--- config.mk ---
export PLATFORM = sky130hd
export DESIGN_NAME = stride_scheduler
export DESIGN_NICKNAME = d
export VERILOG_FILES = /design/src/rtl/ss_pkg.sv /design/src/rtl/ss_pick.sv /design/src/rtl/ss_pass_table.sv /design/src/rtl/stride_scheduler.sv
export SDC_FILE = /design/constraint.sdc
export NUM_CORES = 1
export LEC_CHECK = 0
export BUFFER_PORTS_ARGS = -buffer_cell sky130_fd_sc_hd__buf_2
export CAP_MARGIN = 20
export CORE_ASPECT_RATIO = 0.8
export CORE_UTILIZATION = 45
export DETAILED_ROUTE_END_ITERATION = 10
export GPL_TIMING_DRIVEN = 0
export PLACE_DENSITY_LB_ADDON = 0.3
export SYNTH_ARGS = -nofsm -noshare
export SYNTH_HDL_FRONTEND = slang
export SYNTH_HIERARCHICAL = 1
export SYNTH_SLANG_ARGS = --single-unit
--- constraint.sdc ---
create_clock -name clk -period 35 [get_ports clk]
set_input_delay 10.5 -clock clk [delete_from_list [all_inputs] [get_ports clk]]
set_output_delay 10.5 -clock clk [all_outputs]
set_load 0.03 [all_outputs]
--- src/rtl/ss_pkg.sv ---
// Shared constants and types for the stride scheduler.
package ss_pkg;

	localparam int NUM_CLIENTS = 4;
	localparam int CLIENT_W    = (NUM_CLIENTS > 1) ? $clog2(NUM_CLIENTS) : 1;
	localparam int PASS_W      = 32;
	localparam int STRIDE_W    = 20;
	localparam int CFG_IDX_W   = 2;
	localparam int GRANT_W     = 2;

	localparam logic [STRIDE_W-1:0] STRIDE_RESET = STRIDE_W'(1);

	typedef logic [NUM_CLIENTS-1:0][PASS_W-1:0]   pass_vec_t;
	typedef logic [NUM_CLIENTS-1:0][STRIDE_W-1:0] stride_vec_t;

	typedef struct packed {
		logic [CLIENT_W-1:0] grant;
		logic [PASS_W-1:0]   pass_before;
		logic [PASS_W-1:0]   pass_after;
		logic                all_equal;
	} pick_t;

endpackage

--- src/rtl/ss_pick.sv ---
// Winner selection: modular minimum of pass values, stride add, equality check.
module ss_pick (
	input  ss_pkg::pass_vec_t   pass_values,
	input  ss_pkg::stride_vec_t strides,
	output ss_pkg::pick_t       pick
);

	always_comb begin
		logic [ss_pkg::CLIENT_W-1:0] best;
		logic [ss_pkg::PASS_W-1:0]   diff;
		logic [ss_pkg::PASS_W-1:0]   sum;
		ss_pkg::pass_vec_t           upd;
		logic                        eq;

		// scan upward, replace only when strictly behind (top bit of a - b)
		best = '0;
		for (int i = 1; i < ss_pkg::NUM_CLIENTS; i++) begin
			diff = pass_values[i] - pass_values[best];
			if (diff[ss_pkg::PASS_W-1]) begin
				best = ss_pkg::CLIENT_W'(i);
			end
		end

		sum = pass_values[best]
			+ {{(ss_pkg::PASS_W - ss_pkg::STRIDE_W){1'b0}}, strides[best]};

		upd = pass_values;
		upd[best] = sum;

		eq = 1'b1;
		for (int i = 1; i < ss_pkg::NUM_CLIENTS; i++) begin
			if (upd[i] != upd[0]) begin
				eq = 1'b0;
			end
		end

		pick.grant       = best;
		pick.pass_before = pass_values[best];
		pick.pass_after  = sum;
		pick.all_equal   = eq;
	end

endmodule

--- src/rtl/ss_pass_table.sv ---
// Per-client pass and stride registers.
module ss_pass_table (
	input  logic                         clk,
	input  logic                         arst_n,
	input  logic                         wr_en,
	input  logic [ss_pkg::CFG_IDX_W-1:0] wr_index,
	input  logic [ss_pkg::STRIDE_W-1:0]  wr_data,
	input  logic                         upd_en,
	input  ss_pkg::pick_t                pick,
	output ss_pkg::pass_vec_t            pass_values,
	output ss_pkg::stride_vec_t          strides
);

	ss_pkg::pass_vec_t   pass_q;
	ss_pkg::stride_vec_t stride_q;

	always_ff @(posedge clk or negedge arst_n) begin
		if (!arst_n) begin
			pass_q <= '0;
		end else if (upd_en) begin
			pass_q[pick.grant] <= pick.pass_after;
		end
	end

	// indexes past the client count are dropped
	always_ff @(posedge clk or negedge arst_n) begin
		if (!arst_n) begin
			for (int i = 0; i < ss_pkg::NUM_CLIENTS; i++) begin
				stride_q[i] <= ss_pkg::STRIDE_RESET;
			end
		end else if (wr_en && (int'(wr_index) < ss_pkg::NUM_CLIENTS)) begin
			stride_q[ss_pkg::CLIENT_W'(wr_index)] <= wr_data;
		end
	end

	assign pass_values = pass_q;
	assign strides     = stride_q;

endmodule

--- src/rtl/stride_scheduler.sv ---
// Stride scheduler top level: input stage, grant logic, result register.
//
//  channel  direction  handshake             payload
//  in       in         in_valid / in_ready   tick
//  out      out        out_valid / out_ready granted_client, pass_before, all_equal
//  cfg      in         wr_en                 wr_index, wr_data
//
// One word accepted per cycle while the result register is not stalled; a grant
// moves from the input stage into the result register when that stage advances. The pass
// update completes in the grant cycle, so back-to-back ticks see each other's result. A
// word with tick low retires with no result. Reset clears all passes to zero and sets
// every stride to one. A stalled result register holds one grant; the input stage fills behind it.
module stride_scheduler (
	input  logic                         clk,
	input  logic                         arst_n,
	input  logic                         in_valid,
	output logic                         in_ready,
	input  logic                         tick,
	output logic                         out_valid,
	input  logic                         out_ready,
	output logic [ss_pkg::GRANT_W-1:0]   granted_client,
	output logic [ss_pkg::PASS_W-1:0]    pass_before,
	output logic                         all_equal,
	input  logic                         wr_en,
	input  logic [ss_pkg::CFG_IDX_W-1:0] wr_index,
	input  logic [ss_pkg::STRIDE_W-1:0]  wr_data
);

	logic                         valid_s1;
	logic                         adv;
	logic                         out_valid_q;
	logic [ss_pkg::GRANT_W-1:0]   grant_q;
	logic [ss_pkg::PASS_W-1:0]    pass_before_q;
	logic                         all_equal_q;
	ss_pkg::pass_vec_t            pass_values;
	ss_pkg::stride_vec_t          strides;
	ss_pkg::pick_t                pick;

	assign adv      = valid_s1 && (!out_valid_q || out_ready);
	assign in_ready = !valid_s1 || adv;

	// only a word with tick set needs a grant
	always_ff @(posedge clk or negedge arst_n) begin
		if (!arst_n) begin
			valid_s1 <= 1'b0;
		end else if (in_ready) begin
			valid_s1 <= in_valid && tick;
		end
	end

	ss_pass_table u_table (
		.clk         (clk),
		.arst_n      (arst_n),
		.wr_en       (wr_en),
		.wr_index    (wr_index),
		.wr_data     (wr_data),
		.upd_en      (adv),
		.pick        (pick),
		.pass_values (pass_values),
		.strides     (strides)
	);

	ss_pick u_pick (
		.pass_values (pass_values),
		.strides     (strides),
		.pick        (pick)
	);

	always_ff @(posedge clk or negedge arst_n) begin
		if (!arst_n) begin
			out_valid_q <= 1'b0;
		end else if (adv) begin
			out_valid_q <= 1'b1;
		end else if (out_ready) begin
			out_valid_q <= 1'b0;
		end
	end

	always_ff @(posedge clk) begin
		if (adv) begin
			grant_q       <= ss_pkg::GRANT_W'(pick.grant);
			pass_before_q <= pick.pass_before;
			all_equal_q   <= pick.all_equal;
		end
	end

	assign out_valid      = out_valid_q;
	assign granted_client = grant_q;
	assign pass_before    = pass_before_q;
	assign all_equal      = all_equal_q;

endmodule

==> flow_summary.toml <==
[yosys]
ys_types = 102
syn-cell-area_um2 = 18700
synth_area_leaders = "dfrtp_1 (28%), mux2_2 (13%), ha_1 (7.3%)"
synth.most_common_cell = "mux2_2"
ys_ff_latch = 245
ys.warnings.count = 6
synth.largest_area_cell = "dfrtp_1"
yosysTopAreaCellShare = 0.275
synth-main-ff-cell = "dfrtp_1"
yosysSeqAreaShare = 0.337
synthesis.nets = 2189
async_reset_ff_frac = 0.857
syn_inst = 2051
synth_common_cells = "mux2_2 (212), dfrtp_1 (206), nand2_1 (200)"
synth_edf_count = 35
syn-mean-instance-area_um2 = 9.14

[worst_setup_path]
reg2regPathDepth = 74
critical_path_arrival_ps = 27830
path_class = "register to register"
cp_max_fo = 10
crit_top_cell = "clkbuf_1"
cpMaxStageDelayCell = "o21ai_1"
cp.required_ps = 35390
ff2ff_setup_slack_ps = 7560
startpoint_type = "register"
cpPeakStageDelay_ps = 950
end_kind = "register"

[clock_network]
cts_resized = 0
cts_sinks = 245
insertion_delay_ps = 580
cts_tree = "done"
htree_levels = 1
cts_setup_buffers = 0
numCtsBuffers = 28
clockBufferDepth = 3
clkTransAtPathRegs_ps = 70
cts-root-buf = "clkbuf_16"
cts_hold_buf = 0

[grt]
grt_pass1_wl_mm = 114
grt_pass1_vias = 16839
grt_overflow = 0
grt_max_degree = 119
grt_antenna_before_repair = 1
grtUsageTotal = 0.365

[finish]
diodes = 0
design_area_um2 = 20800
drive_above_1_share = 0.187
fin_nets = 2287
multiInputGateArea_um2 = 11600
syn_to_final_growth_pct = 10.8
regArea_um2 = 6310
fillers = 3773

[routing]
wl_met3_mm = 10.5
wl_met1_mm = 33.4
met2_length_mm = 30.7
ant_nets = 0
routedWlPerCell_um = 28.7
viasPerCell = 6.67
drc = 0
drt_pass1_iterations = 8
num_vias = 18091
top_layer = "met4"
drt_iter0_markers = 2544
finalWirelength_mm = 77.9

[timing]
clock.fmax_ghz = 0.0364
drv_slew = 0
setup_viol = 0
timing.final.crit_share = 0.784
rsz0062_at_grt = "no"
finalSetupTns_ps = 0
period_needed_ps = 27440
slew_headroom = 0.185
report.final.hold_viol_count = 0
tightest_slew_ps = 1220
finClkSkew_ps = 17.4

[placement]
numPortBuffers = 64
hpwl_mm = 58.8
place_congestion = 1.06
placed_area_um2 = 19800

[die]
rows = 66
fp.coreArea_um2 = 40900
fp.dieH_um = 185
die_x_um = 230
ios = 65
start_util = 0.458
die-area_um2 = 42500

[hold_path]
hold-path-cell-count = 1
hold_path.class = "register to register"

[flow_run]
cap_violations = 0

[outcome]
outcome = "complete, no violations"
==> per-stage QoR <==
stage / hold slack [ps] / worst slack [ps] / util / cells
2_1_floorplan: 472 / 13720 / - / 2051
3_3_place_gp: 482 / 9410 / 0.483 / 2659
3_5_place_dp: 490 / 9360 / 0.485 / 2663
4_1_cts: 503 / 9260 / 0.508 / 2714
5_1_grt: 513 / 7570 / 0.508 / 2714
6_report: 505 / 7560 / 0.508 / 2714
==> state kept, by name (all words and copies together), names as in the netlist <==
register             cells
granted_client           2
u_table/pass_values    128
u_table/strides         80
all_equal                1
valid_s1                 1
out_valid                1
pass_before             32
==> placed cells by master (no fill, tap or decap), types with 30 or more instances in the layout <==
| cell | instances |
|---|---|
| buf_2 | 87 |
| mux2_2 | 212 |
| xnor2_1 | 66 |
| nand4_1 | 30 |
| nor3_1 | 38 |
| nand3_1 | 53 |
| edfxtp_1 | 35 |
| dfrtp_1 | 206 |
| a21oi_1 | 163 |
| nor2_1 | 140 |
| ha_1 | 109 |
| a21o_1 | 35 |
| clkbuf_1 | 69 |
| o21ai_0 | 131 |
| inv_1 | 86 |
| nand2_1 | 200 |
==> logic make-up after synthesis <==
| family | synth area share |
|---|---|
| AO/OA/AOI/OAI | 0.203 |
| AND/OR/NAND/NOR | 0.145 |
| flip-flops | 0.337 |
| multiplexers | 0.142 |
| buffers and inverters | 0.0438 |
| adder cells (fa/ha/maj) | 0.0750 |
| XOR/XNOR | 0.0544 |
==> layer usage <==
layer  vias to the layer above  global-route usage
li1                       7810                   -
met1                      8872               0.534
met2                      1205               0.508
met3                       204              0.0979
met4                         0               0.130
met5                         -                   0
==> critical path, delay by kind of cell, from the launching register on <==
kind,cells,cell delay [ps]
AOI/OAI and AO/OA,25,7000
xor gates and xnor gates,3,1700
adders and majority gates,5,1640
and+or+nand+nor,17,4110
buffers and inverters,23,12120
DFF,1,350
muxes,1,240
==> path summary, 6_finish.rpt <==
kind,startpoint,end
max,u_table/pass_values[29],all_equal
min,u_table/strides[15],u_table/strides[15]
max reg2reg,u_table/pass_values[29],all_equal
min reg2reg,u_table/strides[15],u_table/strides[15]
max in group asynchronous,arst_n,u_table/pass_values[86]
min in group asynchronous,arst_n,out_valid
==> area by class of cell <==
class | instances | area share
clock inverter | 18 | 0.00892
tap | 544 | 0.0328
sequential | 245 | 0.304
clock buffer | 33 | 0.0366
multi-input combinational | 1606 | 0.559
buffer | 111 | 0.0234
inverter | 89 | 0.0161
timing repair buffer | 68 | 0.0188
Power is left out: the tool's default activity adds up to more than one toggle a clock period on the data nets, which glitch-free logic cannot reach.
